===== src/hw/rtl/rif_pkg.sv =====
// Package: shared widths, configuration indexes and pipeline sideband type.
`timescale 1ns / 1ps
`default_nettype none
package rif_pkg;
  localparam int CW  = 24;
  localparam int DW  = 25;
  localparam int SQW = 48;
  localparam int NCELL = 24;

  typedef enum logic [2:0] {
    CFG_STRENGTH = 3'd0,
    CFG_MIN      = 3'd1,
    CFG_MAX      = 3'd2,
    CFG_CX       = 3'd3,
    CFG_CY       = 3'd4,
    CFG_CZ       = 3'd5
  } cfg_idx_t;

  typedef struct packed {
    logic          in_range;
    logic          full;
    logic [2:0]    neg;
    logic [CW-1:0] ax;
    logic [CW-1:0] ay;
    logic [CW-1:0] az;
    logic [CW-1:0] d;
    logic [CW-1:0] m;
  } side_t;
endpackage
`default_nettype wire


===== src/hw/rtl/rif_div_cell.sv =====
// Restoring divide cell: one quotient bit per cell, 48 by 24 bits.
`timescale 1ns / 1ps
`default_nettype none
module rif_div_cell (
  input  wire logic                    clk,
  input  wire logic                    en,
  input  wire logic [rif_pkg::SQW-1:0] acc_i,
  input  wire logic [rif_pkg::CW-1:0]  dv_i,
  output logic      [rif_pkg::SQW-1:0] acc_o,
  output logic      [rif_pkg::CW-1:0]  dv_o
);
  import rif_pkg::*;

  logic [SQW:0]  t;
  logic [CW:0]   top;
  logic          ge;
  logic [CW:0]   top_sub;
  logic [SQW-1:0] acc_nxt;

  always_comb begin
    t       = {acc_i, 1'b0};
    top     = t[SQW -: CW+1];
    ge      = (top >= {1'b0, dv_i});
    top_sub = top - {1'b0, dv_i};
    acc_nxt = {(ge ? top_sub[CW-1:0] : top[CW-1:0]), t[CW-1:1], ge};
  end

  always_ff @(posedge clk) begin
    if (en) begin
      acc_o <= acc_nxt;
      dv_o  <= dv_i;
    end
  end
endmodule
`default_nettype wire


===== config.mk =====
export PLATFORM = sky130hd
export DESIGN_NAME = rif_div_cell
export DESIGN_NICKNAME = d
export VERILOG_FILES = /design/src/hw/rtl/rif_pkg.sv /design/src/hw/rtl/rif_div_cell.sv
export SDC_FILE = /design/constraint.sdc
export NUM_CORES = 1
export LEC_CHECK = 0
export BUFFER_PORTS_ARGS = -buffer_cell sky130_fd_sc_hd__buf_2
export CAP_MARGIN = 40
export CORE_ASPECT_RATIO = 1.25
export CORE_UTILIZATION = 45
export DETAILED_ROUTE_END_ITERATION = 16
export HOLD_SLACK_MARGIN = 0.15
export PLACE_DENSITY = 0.73
export SYNTH_ARGS = -nofsm -noshare
export SYNTH_HDL_FRONTEND = slang
export SYNTH_SLANG_ARGS = --single-unit

===== constraint.sdc =====
create_clock -name clk -period 3.9 [get_ports clk]
set_input_delay 0.39 -clock clk [delete_from_list [all_inputs] [get_ports clk]]
set_output_delay 0.39 -clock clk [all_outputs]
set_load 0.02 [all_outputs]

Yosys cells after proc, flatten, opt, wreduce, memory -nomap -nowiden
Cells that the tools add are included.

Bits in registers: 72. Input port bits: 74. Output and inout bits: 72.

Add/sub/neg operators: 1. $lt $le $gt $ge: 1. Muxes and demuxes: 1.

Operators by type and width (number): 25-bit by 24-bit >= comparator with 1-bit output (1); 24-bit 2-to-1 mux (1); 24-bit subtractor (1).

Depth between registers and ports, before layout
Depth in word-level cells: 2. Depth in mapped cells: 11. Gate-level depth less buffers: 9.

Worst setup path before layout
No wires, ideal clock.

Path type: input port to flip-flop. From: in dv_i[9] (netlist name). To: reg acc_o[34] (netlist name) (data pin). Setup time: 0.260 ns. Arrival: 2.291 ns. Required time: 3.640 ns. Slack: 1.349 ns. Cell stages on the path: 11. Buffers on the path: 2. Cell sequence: inv_1 -> ha_1 -> buf_6 -> and4_4 -> and3_4 -> a311oi_2 -> a21bo_2 -> nor2_8 -> inv_6 -> buf_12 -> mux2_4.

Cells in the longest elaborated chain, start to end: 2. Elaborated cells between the ends (all ways): 3. Those cells by class: add/sub: 1; order compare: 1; mux: 1.

Ends and longest elaborated chain: start, declared (RTL line rif_div_cell.sv:8) `input wire logic [rif_pkg::CW-1:0] dv_i,`; 25-bit by 24-bit >= comparator with 1-bit output (RTL line rif_div_cell.sv:23) `ge = (top >= {1'b0, dv_i});`; via acc_nxt[0] (RTL line rif_div_cell.sv:18) `logic [SQW-1:0] acc_nxt;`; 24-bit 2-to-1 mux (RTL line rif_div_cell.sv:25) `acc_nxt = {(ge ? top_sub[CW-1:0] : top[CW-1:0]), t[CW-1:1], ge};`; via acc_nxt[34] (RTL line rif_div_cell.sv:18); end signal, assigned (RTL line rif_div_cell.sv:30) `acc_o <= acc_nxt;`; end, declared (RTL line rif_div_cell.sv:9) `output logic [rif_pkg::SQW-1:0] acc_o,`.

The timed path passes the listed nets, and every way through them passes these cells. A chain may end at the register's enable or synchronous reset.

Worst setup path in the final report
From: in dv_i[18] (netlist name). To: reg acc_o[28] (netlist name) (data pin).

Cells in the longest elaborated chain, start to end: 2.

Ends and longest elaborated chain (RTL line): 25-bit by 24-bit >= comparator with 1-bit output (rif_div_cell.sv:23); 24-bit 2-to-1 mux (rif_div_cell.sv:25); via acc_nxt[28] (rif_div_cell.sv:18).

The timed path passes the listed nets, and every way through them passes these cells.

==> flow_metrics.env <==
export IMPL_arrival_ns=2.79
export IMPL_crit_path_start_kind="input pin"
export IMPL_cts_tree="done"
export IMPL_power_density_nw_per_um2=401.2
export IMPL_synth_main_ff_cell="edfxtp_1"
export IMPL_syn2layout_area_growth_pct=23.18
export IMPL_p_leak_nw=2.206
export IMPL_wl_per_cell_um=16.96
export IMPL_htreeDepth=3
export IMPL_antenna_found_initial=0
export IMPL_outcome="complete, no violations"
export IMPL_dp_hpwl_um=8064
export IMPL_die_h_um=109.4
export IMPL_dieArea_um2=9616
export IMPL_max_freq_mhz=373.1
export IMPL_clock_path_buffers=2
export IMPL_endpoint_kind="flip-flop"
export IMPL_die_w_um=87.91
export IMPL_ir_worst_vdd_v=0.0001577
export IMPL_ys_seq_elements=72
export IMPL_clkTransAtPathRegs_ns=0.08
export IMPL_clock_sinks=72
export IMPL_grtUsageTotal=0.2213
export IMPL_crit_type="input pin to flip-flop"
export IMPL_rsz0062_at_grt="false"
export IMPL_period_minus_slack_ns=2.680
export IMPL_cts_setup_buffers=0
export IMPL_first_pass_iters=4
export IMPL_io_pins=146
export IMPL_synth_area_um2=4151
export IMPL_yosysWarnings=0
export IMPL_grt_pass1_vias=3274
export IMPL_cts_resized=0
export IMPL_synth_edf_count=72
export IMPL_drive_gt1_frac=0.3720
export IMPL_place_gp_congestion=0.8532
export IMPL_hold_path_class="input pin to flip-flop"
export IMPL_setup_viol=0
export IMPL_postPlaceCellArea_um2=4951
export IMPL_tightest_slew_ns=0.9261
export IMPL_synth_cell_type_count=60
export IMPL_cts_root_buf="clkbuf_8"
export IMPL_grt_overflow=0
export IMPL_dp_cells=604
export IMPL_hold_violations=0
export IMPL_stdcell_area_um2=5114
export IMPL_coreArea_um2=8796
export IMPL_syn_avg_cell_area_um2=11.83
export IMPL_antenna_left=0
export IMPL_io_buffers=145
export IMPL_slew_limit_headroom=0.3826
export IMPL_wirelength_um=10520
export IMPL_cts_hold_buf=0
export IMPL_syn_inst=351
export IMPL_seq_area_frac_synth=0.5208
export IMPL_antennaDiodeCount=0
export IMPL_final_cell_count_no_fill=620
export IMPL_cp_data_required_time_ns=4.01
export IMPL_cts_buffers=9
export IMPL_finalMaxSlewViolations=0
export IMPL_cap_violations=0
export IMPL_timing_final_crit_share=0.6872
export IMPL_via_count=3371
export IMPL_nets=594
export IMPL_drtIter0Drc=186
export IMPL_row_count=38
export IMPL_path_max_fanout=15
export IMPL_async_flop_share=0
export IMPL_grt_pass1_wl_um=15840
export IMPL_drc=0
export IMPL_tns_ns=0
export IMPL_avgViaCountPerCell=5.437
export IMPL_mappedNetlistNets=450
export IMPL_grt_max_degree=73
export IMPL_start_util=0.4720
-- sequential cells by signal (all words and copies together) (netlist names) --
| name | cells |
|---|---|
| acc_o | 48 |
| dv_o | 24 |
-- layout by cell type (no fill, tap or decap), drive strengths merged, types with 9 or more instances in the layout --
cell type  netlist  final
o21ai           15     15
nor3            13     13
mux2            10     10
ha              24     24
edfxtp          72     72
a21oi           24     24
clkbuf           6     10
nand2           16     16
buf              9    148
nand3           16     16
nor2            11     11
inv             34     35
o21a             9      9
-- stage by stage --
| step | util | power, mW | setup WS, ns | hold WS (ns) |
|---|---|---|---|---|
| 3_3_place_gp | 0.5629 | 1.540 | 0.8979 | 0.5662 |
| 2_1_floorplan | - | 1.363 | 1.349 | 0.4889 |
| 6_report | 0.5814 | 2.052 | 1.220 | 0.2028 |
| 5_1_grt | 0.5814 | 2.152 | 1.085 | 0.1844 |
| 4_1_cts | 0.5814 | 2.067 | 1.259 | 0.1913 |
| 3_5_place_dp | 0.5629 | 1.552 | 0.8767 | 0.5684 |
-- worst max-delay path: stages --
cell and delay (ns):
buf_2 0.09, inv_1 0.04, ha_1 0.47, nand4_1 0.24, or2_2 0.36, o221ai_1 0.30, a21bo_2 0.29, nor2_8 0.10
inv_6 0.16, mux2_2 0.36
-- cell usage after synthesis, types with 2 or more instances --
cell / n / share of area
o2111ai_1: 3 / 0.0063
nor2b_1: 4 / 0.0060
or2_2: 2 / 0.0030
a21oi_1: 24 / 0.029
buf_2: 5 / 0.0060
or3_1: 4 / 0.0060
and2_1: 2 / 0.0030
mux2_4: 5 / 0.018
ha_1: 24 / 0.072
o31ai_1: 7 / 0.013
mux2_2: 5 / 0.014
nor2_1: 10 / 0.0090
xnor2_1: 8 / 0.017
o211a_1: 2 / 0.0048
nand4_1: 7 / 0.011
o31a_1: 4 / 0.0084
inv_1: 33 / 0.030
nand2_1: 16 / 0.014
buf_6: 3 / 0.0081
a21boi_0: 3 / 0.0054
xor2_1: 3 / 0.0063
o211ai_1: 3 / 0.0054
and3_1: 6 / 0.0090
o21ai_0: 14 / 0.017
o21a_1: 9 / 0.016
a211oi_1: 3 / 0.0054
a31oi_1: 2 / 0.0030
o221ai_1: 4 / 0.0084
edfxtp_1: 72 / 0.52
clkbuf_1: 6 / 0.0054
nand3_1: 16 / 0.019
nor3_1: 13 / 0.016
nor3b_1: 2 / 0.0036
-- report_power, final --
group | internal (mW) | switching, mW | leakage, nW
Clock | 0.228 | 0.291 | 0.0855
Sequential | 0.950 | 0.0184 | 0.705
Combinational | 0.217 | 0.348 | 1.42
-- area by class of cell --
cell class | instances | area (um2)
timing repair buffer | 148 | 750.7
clock buffer | 10 | 127.6
inverter | 34 | 132.6
multi-input combinational | 230 | 1755
clock inverter | 6 | 35.03
sequential | 72 | 2162
tap | 120 | 150.1
fill | 785 | 3682
-- per-layer routing --
metal	share of wire	vias to the layer above	wire length, um	track usage
met5	0	-	0	0
met4	0.019	0	201	0.1066
met3	0.064	17	670	0.04204
met2	0.50	151	5290	0.3787
met1	0.41	1579	4356	0.2653
li1	-	1624	-	-
-- final timing paths --
check | end | slack, ns | cells past startpoint | startpoint
hold / removal | acc_o[8] | 0.20 | 1 | acc_i[7]
setup / recovery | acc_o[28] | 1.22 | 10 | dv_i[18]
-- cells by family after synthesis --
family / count (synthesis) / share of synthesized area
adder cells (fa/ha/maj): 25 / 0.07716
AND/OR/NAND/NOR: 88 / 0.1157
AO/OA/AOI/OAI: 96 / 0.1751
XOR/XNOR: 11 / 0.02321
flip-flops: 72 / 0.5208
buffers and inverters: 49 / 0.05636
multiplexers: 10 / 0.03164
(Power assumes the default switching activity.)
