<file path="src/hw/rtl/rif_pkg.sv">
// Package: shared widths, configuration indexes and pipeline sideband type.
`timescale 1ns / 1ps
`default_nettype none
package rif_pkg;
  localparam int CW  = 24;
  localparam int DW  = 25;
  localparam int SQW = 48;
  localparam int NCELL = 24;

  typedef enum logic [2:0] {
    CFG_STRENGTH = 3'd0,
    CFG_MIN      = 3'd1,
    CFG_MAX      = 3'd2,
    CFG_CX       = 3'd3,
    CFG_CY       = 3'd4,
    CFG_CZ       = 3'd5
  } cfg_idx_t;

  typedef struct packed {
    logic          in_range;
    logic          full;
    logic [2:0]    neg;
    logic [CW-1:0] ax;
    logic [CW-1:0] ay;
    logic [CW-1:0] az;
    logic [CW-1:0] d;
    logic [CW-1:0] m;
  } side_t;
endpackage
`default_nettype wire

</file>
<file path="src/hw/rtl/rif_sqrt_cell.sv">
// Square root cell: one root bit per cell, radicand shifted two bits on.
`timescale 1ns / 1ps
`default_nettype none
module rif_sqrt_cell (
  input  wire logic                  clk,
  input  wire logic                  en,
  input  wire logic [25:0]           rem_i,
  input  wire logic [rif_pkg::CW-1:0]  root_i,
  input  wire logic [rif_pkg::SQW-1:0] rad_i,
  output logic      [25:0]           rem_o,
  output logic      [rif_pkg::CW-1:0]  root_o,
  output logic      [rif_pkg::SQW-1:0] rad_o
);
  import rif_pkg::*;

  logic [27:0]   r2;
  logic [27:0]   trial;
  logic [27:0]   diff;
  logic          ge;
  logic [25:0]   rem_nxt;
  logic [CW-1:0] root_nxt;

  always_comb begin
    r2       = {rem_i, rad_i[SQW-1 -: 2]};
    trial    = {2'b00, root_i, 2'b01};
    ge       = (r2 >= trial);
    diff     = r2 - trial;
    rem_nxt  = ge ? diff[25:0] : r2[25:0];
    root_nxt = {root_i[CW-2:0], ge};
  end

  always_ff @(posedge clk) begin
    if (en) begin
      rem_o  <= rem_nxt;
      root_o <= root_nxt;
      rad_o  <= {rad_i[SQW-3:0], 2'b00};
    end
  end
endmodule
`default_nettype wire

</file>
<file path="config.mk">
export PLATFORM = sky130hd
export DESIGN_NAME = rif_sqrt_cell
export DESIGN_NICKNAME = d
export VERILOG_FILES = /design/src/hw/rtl/rif_pkg.sv /design/src/hw/rtl/rif_sqrt_cell.sv
export SDC_FILE = /design/constraint.sdc
export NUM_CORES = 1
export LEC_CHECK = 0
export BUFFER_PORTS_ARGS = -buffer_cell sky130_fd_sc_hd__buf_2
export CAP_MARGIN = 20
export CORE_MARGIN = 3
export CORE_UTILIZATION = 35
export CTS_CLUSTER_SIZE = 20
export DETAILED_ROUTE_END_ITERATION = 6
export SLEW_MARGIN = 20
export SYNTH_ARGS = -nofsm -noshare
export SYNTH_HDL_FRONTEND = slang
export SYNTH_SLANG_ARGS = --single-unit
</file>
<file path="constraint.sdc">
create_clock -name clk -period 3.5 [get_ports clk]
set_input_delay 0.525 -clock clk [delete_from_list [all_inputs] [get_ports clk]]
set_output_delay 0.525 -clock clk [all_outputs]
set_load 0.03 [all_outputs]
</file>
Word-level counts from Yosys, hierarchy flattened
Index checks and enable logic that the tools add are counted.

Register bits: 96. Input bits: 100. Output and inout port bits: 98. Word-level logic and storage cells: 6.

Add/sub/neg operators: 1. Order comparisons: 1. Mux-type cells: 1.

Operators by type and width (count): $ge A28 B26 Y1 (1); $mux W26 (1); $sub A26 B26 Y26 (1).

Longest topological paths before layout
Gate-level depths: netlist of run 1.

Word-level depth: 2. Mapped depth: 11. Depth with buffers taken out: 10.

Worst setup path after synthesis of run 1
No wires, ideal clock.

Path type: input -> register. Start: input root_i[0] in the netlist's numbering. End: register rem_o[10] (data pin). Library setup time: 260 ps. Arrival time: 2522 ps. Data required time: 3240 ps. Setup slack: 718 ps. Stages on the path: 11. Buffers on the path: 1. Cells stage by stage: inv_1 -> ha_1 -> nand2b_1 -> a211o_1 -> a21oi_2 -> o211ai_2 -> a31oi_2 -> nor2_2 -> o21ai_4 -> buf_12 -> mux2_4.

Word-level cells in the longest chain between the ends: 2. Elaborated cells on any way between the ends: 3. Those cells by class: add/sub: 1; order compare: 1; mux: 1.

RTL lines: start, declared (line rif_sqrt_cell.sv:8) `input wire logic [rif_pkg::CW-1:0] root_i,`; $sub A26 B26 Y26 or $ge A28 B26 Y1 (tied branches) (line rif_sqrt_cell.sv:27, rif_sqrt_cell.sv:26); $mux W26 (*) (line rif_sqrt_cell.sv:28) `rem_nxt = ge ? diff[25:0] : r2[25:0];`; net rem_nxt[10] (line rif_sqrt_cell.sv:20) `logic [25:0] rem_nxt;`; end signal, assigned (line rif_sqrt_cell.sv:34) `rem_o <= rem_nxt;`; end, declared (line rif_sqrt_cell.sv:10) `output logic [25:0] rem_o,`.

The timed path passes the listed nets; every way through them passes the cells marked *. A chain may end at the register's enable or synchronous reset.

Final worst setup path of run 1
Start: input root_i[0] in the netlist's numbering. End: register rem_o[4] (data pin).

Same word-level chain as after synthesis.

==> impl_results.md, run 1 <==
* Status: finished, final reports clean
* Highest Clock Rate at 370 MHz
* Setup Crit Path Kind: primary input to flop
* Layout cell share with drive strength beyond 1 at 43.4%
* End of the worst hold path: rad_o[24]
* Vias at 3433
* # fillers at 1206
* FFs w/ async S/R, synth at 0%
* Sw Ratio at 29.2%
* Clk pwr share at 32.1%
* Tmin final at 2.70 ns
* Avg Inst Size Synth at 13.7 um^2
* Hold Crit Start: rad_i[22]
* Sequential cell area at 2880 um^2
* Share of synthesized area occupied by flip-flops and latches at 61.0%
* Max cap viols at 0
* Via/cell ratio at 4.74
* Max Root-Sink Buffers at 2
* PD cells at 531 nW/um^2
* Top_reg_cell synth: edfxtp_1
* RSZ-0062 raised after global routing: false
* Initial Util at 36.6%
* Slew @ Worst Pin at 0.619 ns
* Initial drt markers at 142
* Initial antenna violation count at 2
* Die span in y at 122 um
* H-tree lvl count at 3
* Period utilization at 77.3%
* Vias in the first global route at 3465
* Worst min-delay path class: primary input to flop
* Global-route wire length before repair at 17300 um
* Overall power at 3.30 mW
* Hold-fix buffers, CTS at 0
* Dpl hpwl at 8860 um
* Cells after Synth at 345
* Yosys warning count at 0
* First-pass DRT Iterations at 4
* Die area at 14900 um^2
* Grt ovf at 0
* Largest net degree at the start of global routing at 50
* EDFF count, synth at 96
* Layout area overhead at 31.5%
* WL per Instance at 15.7 um
* CTS buffer count at 9
* Synth Cell Area at 4730 um^2
* Row count at 41
* Post-CTS sizing at 0
* #FFs+latches synth at 96
* Hold Path Depth at 1
* Core area at 12900 um^2
* CTS tree: yes
* Data required time of the worst path at 3.60 ns
* Arr. time, crit path at 2.80 ns
* I/O pin count at 198
* Port bufs at 195
* Multi-input gate area at 1670 um^2
* Clock sink total at 96
* Routability cong. at 0.779
* Pins over their slew limit at 0
* GRT Total Usage at 15.2%
* Startpoint types: primary input
* CTS root buf: clkbuf_16
* Ant diodes at 0
* Clock transition at the registers of the reported paths at 0.07 ns
* Final net count at 674
* Unique cell type count in the Yosys netlist at 50
* Final Hold Fails at 0
* Leakage at 2.82 nW
* Post-CTS Setup Inserts at 0
* Worst-path fanout max at 26
* Worst slew margin at 58.7%
* Sequential group share of total power at 43.5%
* Final TNS setup at 0 ns
* Int Power at 2.34 mW
* Final setup vio count at 0
* Max rail drop VDD at 0.249 mV
* Die Span X at 122 um
* DRC violations left at 0
* Detail Route Antenna Nets at 0
* Switching power at 0.963 mW
* Logic gate share of total power at 24.4%
* Setup crit end kind: flop
* WL final at 11400 um
-- how the worst max path moves through the flow --
stage / startpoint / end / slack, ns / depth (start not counted)
after floorplan: root_i[0] / rem_o[10] / 0.72 / 11
after global placement: root_i[7] / rem_o[2] / 0.41 / 12
after detailed placement: root_i[0] / rem_o[7] / 0.39 / 12
after CTS: root_i[0] / rem_o[7] / 0.75 / 12
after global routing: root_i[0] / rem_o[7] / 0.59 / 12
final: root_i[0] / rem_o[4] / 0.80 / 12
-- routing by layer --
layer	vias up	wire, um	GRT usage, %
met5	-	27	0
met4	4	215	5.46
met3	20	1320	6.87
met2	152	5250	24.8
met1	1564	4580	17.6
li1	1693	-	-
-- power by group through the flow --
stage / logic (mW) / registers [mW] / clock network (mW)
floorplan: 0.314 / 1.71 / 0
global placement: 0.804 / 1.46 / 0
finish: 0.805 / 1.44 / 1.06
global route: 0.876 / 1.45 / 1.14
detailed placement: 0.812 / 1.46 / 0
CTS: 0.814 / 1.44 / 1.09
-- synth_stat cells, types with 10 or more instances --
cell type  number  area [um^2]
nor2_1         16         60.1
nand2_1        21         78.8
xnor2_1        13          114
inv_1          30          113
a21oi_1        21          105
ha_1           26          325
edfxtp_1       96         2880
o21ai_0        15         75.1
xor2_1         10         87.6
mux2_4         16          240
-- cell families after synthesis --
kind of cell / after synthesis / share of synthesized area, %
xor gates and xnor gates: 23 / 4.26
adders and majority gates: 26 / 6.88
and+or+nand+nor: 67 / 6.96
DFF: 96 / 61.0
other: 1 / 0.0794
buffers and inverters: 36 / 3.76
AOI/OAI and AO/OA: 72 / 10.1
muxes: 24 / 6.94
-- worst max-delay path, cell delays in order --
cell and delay (ns):
buf_2 0.09, inv_1 0.04, ha_1 0.36, nand2b_1 0.09
a211o_1 0.30, a21oi_2 0.19, o211ai_2 0.11, a31oi_2 0.22
nor2_2 0.09, o21ai_4 0.17, buf_12 0.23, mux2_2 0.37
-- sequential cells by signal (all words and copies together) (netlist names) --
signal and count:
root_o 24, rem_o 26, rad_o 46
-- layout make-up --
cell class / instances / area share [%]
clock buffers: 10 / 3.68
well taps: 172 / 3.46
clock inverters: 6 / 1.43
repair buffers: 197 / 16.4
multi-input cells: 214 / 26.9
flip-flops and latches: 96 / 46.4
inverters: 30 / 1.81
-- cells in the final DEF, fill, tap and decap left out, drive strengths merged, types with 6 or more instances in the layout --
cell type  netlist  routed
xnor2           13      13
mux2            22      22
edfxtp          96      96
buf              6     197
clkbuf           0      10
nor3             6       6
nand2           21      21
a21o             6       6
ha              26      26
nor2            18      18
o21ai           17      17
a21oi           22      22
a211oi           6       6
inv             30      32
xor2            10      10
-- per-stage QoR --
| step | hold slack [ns] | setup slack [ns] | cell area, um^2 | instances | util, % |
|---|---|---|---|---|---|
| after floorplan | 0.624 | 0.718 | 4730 | 346 | - |
| after global placement | 0.702 | 0.407 | 5900 | 709 | 45.6 |
| after detailed placement | 0.703 | 0.394 | 5900 | 709 | 45.6 |
| after CTS | 0.340 | 0.754 | 6220 | 725 | 48.1 |
| after global routing | 0.334 | 0.591 | 6220 | 725 | 48.1 |
| final | 0.356 | 0.795 | 6220 | 725 | 48.1 |
Note: power is estimated with default switching activity, not from simulation.
==> run 2, diff against run 1 <==
- clock period: 3.5 -> 2.3 ns (I/O delays scaled with it)
==> impl_results.md, run 2 (synthesis results as in run 1) <==
* Status: finished, final reports clean
* Hold Path Depth at 1
* Die span in y at 122 um
* Clock sink total at 96
* Worst min-delay path class: primary input to flop
* GRT Total Usage at 15.6%
* Met1 GRT Util at 17.2%
* Max Root-Sink Buffers at 2
* Routability cong. at 0.798
* Slowest CP cell: mux2_4
* Met2 Use GR at 27.8%
* CTS buffer count at 9
* Sequential group share of total power at 42.9%
* Setup ws final at 0.0829 ns
* Vias at 3729
* H-tree lvl count at 3
* Clk pwr share at 28.0%
* Layout cell share with drive strength beyond 1 at 56.4%
* Int Power at 3.54 mW
* I/O pin count at 198
* Via/cell ratio at 4.64
* Final TNS setup at 0 ns
* Worst slew margin at 62.4%
* Critical path, cell by cell: buf_6 -> inv_8 -> ha_4 -> nand2b_4 -> a211o_1 -> a21oi_2 -> o211ai_2 -> a31oi_2 -> nor2_2 -> o21ai_4 -> buf_12 -> mux2_4
* Logic gate share of total power at 29.1%
* Worst slack, placed at -0.421 ns
* End of the worst hold path: rad_o[31]
* CTS root buf: clkbuf_16
* Period utilization at 96.4%
* Largest stage delay on the critical path at 0.31 ns
* Port bufs at 195
* Sw Ratio at 30.5%
* Arr. time, crit path at 2.31 ns
* Clock transition at the registers of the reported paths at 0.07 ns
* Row count at 41
* Startpoint types: primary input
* Die Span X at 122 um
* Grt ovf at 0
* Initial antenna violation count at 1
* Data required time of the worst path at 2.39 ns
* Vias in the first global route at 3755
* Commonest non-fill, non-tap cell in the layout: buf_2
* GR peak layer: met2
* M3 GR Usage at 5.01%
* Initial Util at 36.6%
* Biggest register: rad_o
* Regs by FF count: rad_o (46), rem_o (26), root_o (24)
* Commonest non-fill, non-tap cells in the layout: buf_2 (190), edfxtp_1 (96), buf_4 (76), inv_1 (24)
* DRC violations left at 0
* WL per Instance at 14.8 um
* Switching power at 1.55 mW
* Core area at 12900 um^2
* RSZ-0062 raised after global routing: true
* Tmin final at 2.22 ns
* Initial drt markers at 132
* Pins over their slew limit at 0
* Worst-path fanout max at 13
* First-pass DRT Iterations at 4
* Dpl hpwl at 9230 um
* CTS tree: yes
* PD cells at 722 nW/um^2
* Slew @ Worst Pin at 0.565 ns
* Max cap viols at 0
* Final Hold Fails at 0
* Final net count at 752
* Ant diodes at 0
* Highest Clock Rate at 451 MHz
* Largest register FFs at 46
* Hold Crit Start: rad_i[29]
* Setup Crit Path Kind: primary input to flop
* Setup crit end kind: flop
* Detail Route Antenna Nets at 0
* Final setup vio count at 0
* Global-route wire length before repair at 18000 um
* Largest net degree at the start of global routing at 97
* Max rail drop VDD at 0.309 mV
* Overall power at 5.09 mW
* Layout area overhead at 49.1%
* WL final at 11900 um
* Die area at 14900 um^2
* Leakage at 3.22 nW
==> run 2: layer usage <==
layer,part of all wire [%],wire (um)
met1,39,4610
met5,0.10,12
met3,9.5,1140
met4,1.7,199
met2,50,5970
==> run 2: worst max-delay path by stage <==
stage,start,end,cells past startpoint
6_report,root_i[0],rem_o[13],12
3_3_place_gp,root_i[0],rem_o[19],12
5_1_grt,root_i[13],rem_o[24],11
4_1_cts,root_i[13],rem_o[7],11
3_5_place_dp,root_i[0],rem_o[19],12
2_1_floorplan,root_i[0],rem_o[10],11
==> run 2: area by class of cell <==
| class | instances | area, um^2 |
|---|---|---|
| Clock buffer | 10 | 229 |
| Fill cell | 1154 | 5880 |
| Inverter | 30 | 120 |
| Multi-Input combinational cell | 214 | 1900 |
| Timing Repair Buffer | 275 | 1640 |
| Clock inverter | 6 | 53.8 |
| Tap cell | 172 | 215 |
| Sequential cell | 96 | 2880 |
==> run 2: worst max-delay path: cells and delay by family <==
kind	cells	cell delay, ns
AO/OA/AOI/OAI	5	0.92
buffers and inverters	3	0.31
multiplexers	1	0.31
adder cells (fa/ha/maj)	1	0.28
AND/OR/NAND/NOR	2	0.13
==> run 2: stage by stage <==
| step | util, % | area (um^2) | std cells | hold slack, ns |
|---|---|---|---|---|
| after global routing | 54.5 | 7040 | 803 | 0.152 |
| after floorplan | - | 4840 | 346 | 0.444 |
| after CTS | 53.0 | 6850 | 798 | 0.157 |
| after global placement | 50.7 | 6550 | 782 | 0.521 |
| final | 54.5 | 7040 | 803 | 0.171 |
| after detailed placement | 50.7 | 6550 | 782 | 0.523 |
==> run 2: power by group through the flow <==
stage | sequential [mW] | combinational, mW | clock (mW)
after floorplan | 2.60 | 0.503 | 0
after global placement | 2.22 | 1.40 | 0
final | 2.18 | 1.48 | 1.42
after global routing | 2.20 | 1.59 | 1.54
after CTS | 2.19 | 1.42 | 1.48
after detailed placement | 2.22 | 1.41 | 0
==> run 2: repair_timing <==
action	4_1_cts	5_1_grt
pin swaps	0	9
setup endpoints to repair	3	26
resized for setup	3	41
hold buffers	0	0
buffers inserted	0	5
==> run 3, diff against run 2 <==
- ABC_AREA: unset -> 1
==> impl_results.md, run 3 <==
* PD cells at 746 nW/um^2
* Final Hold Fails at 0
* Post-CTS sizing at 0
* Count leader, synth: nand2_1
* Die span in y at 129 um
* Largest family of logic cells by synthesized area: simple AND/OR/NAND/NOR gates
* Die Span X at 129 um
* Post-CTS Setup Inserts at 0
* Startpoint types: primary input
* Worst min-delay path class: primary input to flop
* Vias in the first global route at 4382
* Tmin final at 1.86 ns
* XOR/XNOR Fraction of Synth Area at 2.15%
* Largest net degree at the start of global routing at 46
* Detail Route Antenna Nets at 0
* Max rail drop VDD at 0.348 mV
* Clock transition at the registers of the reported paths at 0.07 ns
* H-tree lvl count at 3
* Setup crit end kind: flop
* Synth Cell Area at 5290 um^2
* Yosys warning count at 0
* Initial drt markers at 240
* Largest register FFs at 46
* Highest Clock Rate at 538 MHz
* Worst slack, placed at 0.0856 ns
* Synth cell count leaders: nand2_1 (204), inv_1 (126), edfxtp_1 (96), nor2_1 (29), nand3_1 (27)
* Leakage at 3.61 nW
* Pins over their slew limit at 0
* Status: finished, final reports clean
* Post-layout util at 47.1%
* Grt ovf at 0
* Unique cell type count in the Yosys netlist at 28
* #FFs+latches synth at 96
* Routability cong. at 0.914
* WL final at 14100 um
* Clock sink total at 96
* Post-synthesis mux area share at 0%
* Ant diodes at 0
* Hold-fix buffers, CTS at 0
* Cell taking the most area after synthesis: edfxtp_1
* Yosys top cell area share at 54.5%
* First-pass DRT Iterations at 4
* Top_reg_cell synth: edfxtp_1
* RSZ-0062 raised after global routing: false
* Initial Util at 36.1%
* Setup ws final at 0.441 ns
* FFs w/ async S/R, synth at 0%
* WL per Instance at 14.2 um
* I/O pin count at 198
* Arr. time, crit path at 1.95 ns
* Avg Inst Size Synth at 8.85 um^2
* Port bufs at 195
* Final setup vio count at 0
* Simple-gate share of the synthesized area at 23.6%
* Global-route wire length before repair at 21700 um
* Initial antenna violation count at 0
* EDFF count, synth at 96
* Period utilization at 80.8%
* Via/cell ratio at 4.51
* Regs by FF count: rad_o (46), rem_o (26), root_o (24)
* Layout cell share with drive strength beyond 1 at 28.1%
* Die area at 16600 um^2
* Synth Area in Compound Gates at 3.43%
* Post-Synth Adder-Cell Area at 6.15%
* CTS buffer count at 9
* Layout area overhead at 30.4%
* Share of synthesized area occupied by flip-flops and latches at 54.5%
* Commonest non-fill, non-tap cells in the layout: nand2_1 (204), buf_2 (194), inv_1 (126), edfxtp_1 (96), nor2_1 (29)
* Final TNS setup at 0 ns
* Vias at 4475
* Max Root-Sink Buffers at 2
* Commonest non-fill, non-tap cell in the layout: nand2_1
* Dpl hpwl at 11300 um
* Core area at 14600 um^2
* Worst-path fanout max at 20
* GRT Total Usage at 16.9%
* Ranking of synthesized cells by area: edfxtp_1 (54%), nand2_1 (14%), inv_1 (8.9%)
* Row count at 44
* Setup Crit Path Kind: primary input to flop
* Max cap viols at 0
* CTS root buf: clkbuf_16
* Data required time of the worst path at 2.39 ns
* Final net count at 930
* DRC violations left at 0
* Biggest register: rad_o
* Cells after Synth at 598
* CTS tree: yes
## run 3: cell count changes after synthesis, sizes merged, moves of 7 or more
| cell | delta |
|---|---|
| a21oi | -7 |
| inv | +96 |
| mux2 | -22 |
| nand2 | +185 |
| nand3 | +29 |
| nand4 | +18 |
| nor2 | +12 |
| xnor2 | -12 |
## run 3: power by group
part	total [mW]	switching (mW)	internal [mW]	leakage (nW)
Combinational	1.24	0.854	0.390	2.50
Sequential	2.17	0.0393	2.13	0.939
Clock	1.73	0.664	1.07	0.167
Total	5.15	1.56	3.59	3.61
## run 3: final timing paths
path                        from   endpoint  slack, ns  cells after the start
worst min-delay path   rad_i[23]  rad_o[25]       0.17                      1
worst max-delay path  root_i[12]  rem_o[12]       0.44                     14
## run 3: cell families (layout without fill, tap and decap cells)
family / count (synthesis) / in the layout
fa+ha+maj: 26 / 26
buf+inv: 136 / 346
compound gates: 32 / 32
xor+xnor: 13 / 13
simple gates: 294 / 294
flops: 96 / 96
other cells: 1 / 2
## run 3: final cells by class
| type | count | area [um^2] |
|---|---|---|
| sequential | 96 | 2880 |
| multi-input combinational | 367 | 1880 |
| tap | 184 | 230 |
| clock buffer | 10 | 229 |
| clock inverter | 6 | 113 |
| inverter | 126 | 473 |
| fill | 1449 | 7740 |
| timing repair buffer | 204 | 1100 |
## run 3: metal layers
metal / vias to the layer above / track usage (%) / share of wire, %
met1: 1986 / 20.5 / 44
met5: - / 0 / 0
li1: 2320 / - / -
met4: 0 / 5.50 / 1.7
met3: 16 / 3.99 / 6.8
met2: 153 / 29.4 / 48
## run 3: critical path: stages
cell     delay (ns)
buf_2          0.10
inv_1          0.05
ha_1           0.34
nand2_2        0.16
inv_1          0.05
nand2_1        0.06
nand2_1        0.06
nand2_1        0.07
nand2_1        0.10
a21oi_4        0.15
nand3_2        0.14
buf_12         0.19
nand2_1        0.05
o21ai_0        0.08
## run 3: stage by stage
stage	cell area (um^2)	hold slack, ns	power, mW	instances
global placement	6560	0.521	3.46	977
global route	6900	0.152	5.42	993
CTS	6900	0.155	5.22	993
floorplan	5300	0.444	3.04	599
detailed placement	6560	0.523	3.47	977
finish	6900	0.170	5.15	993
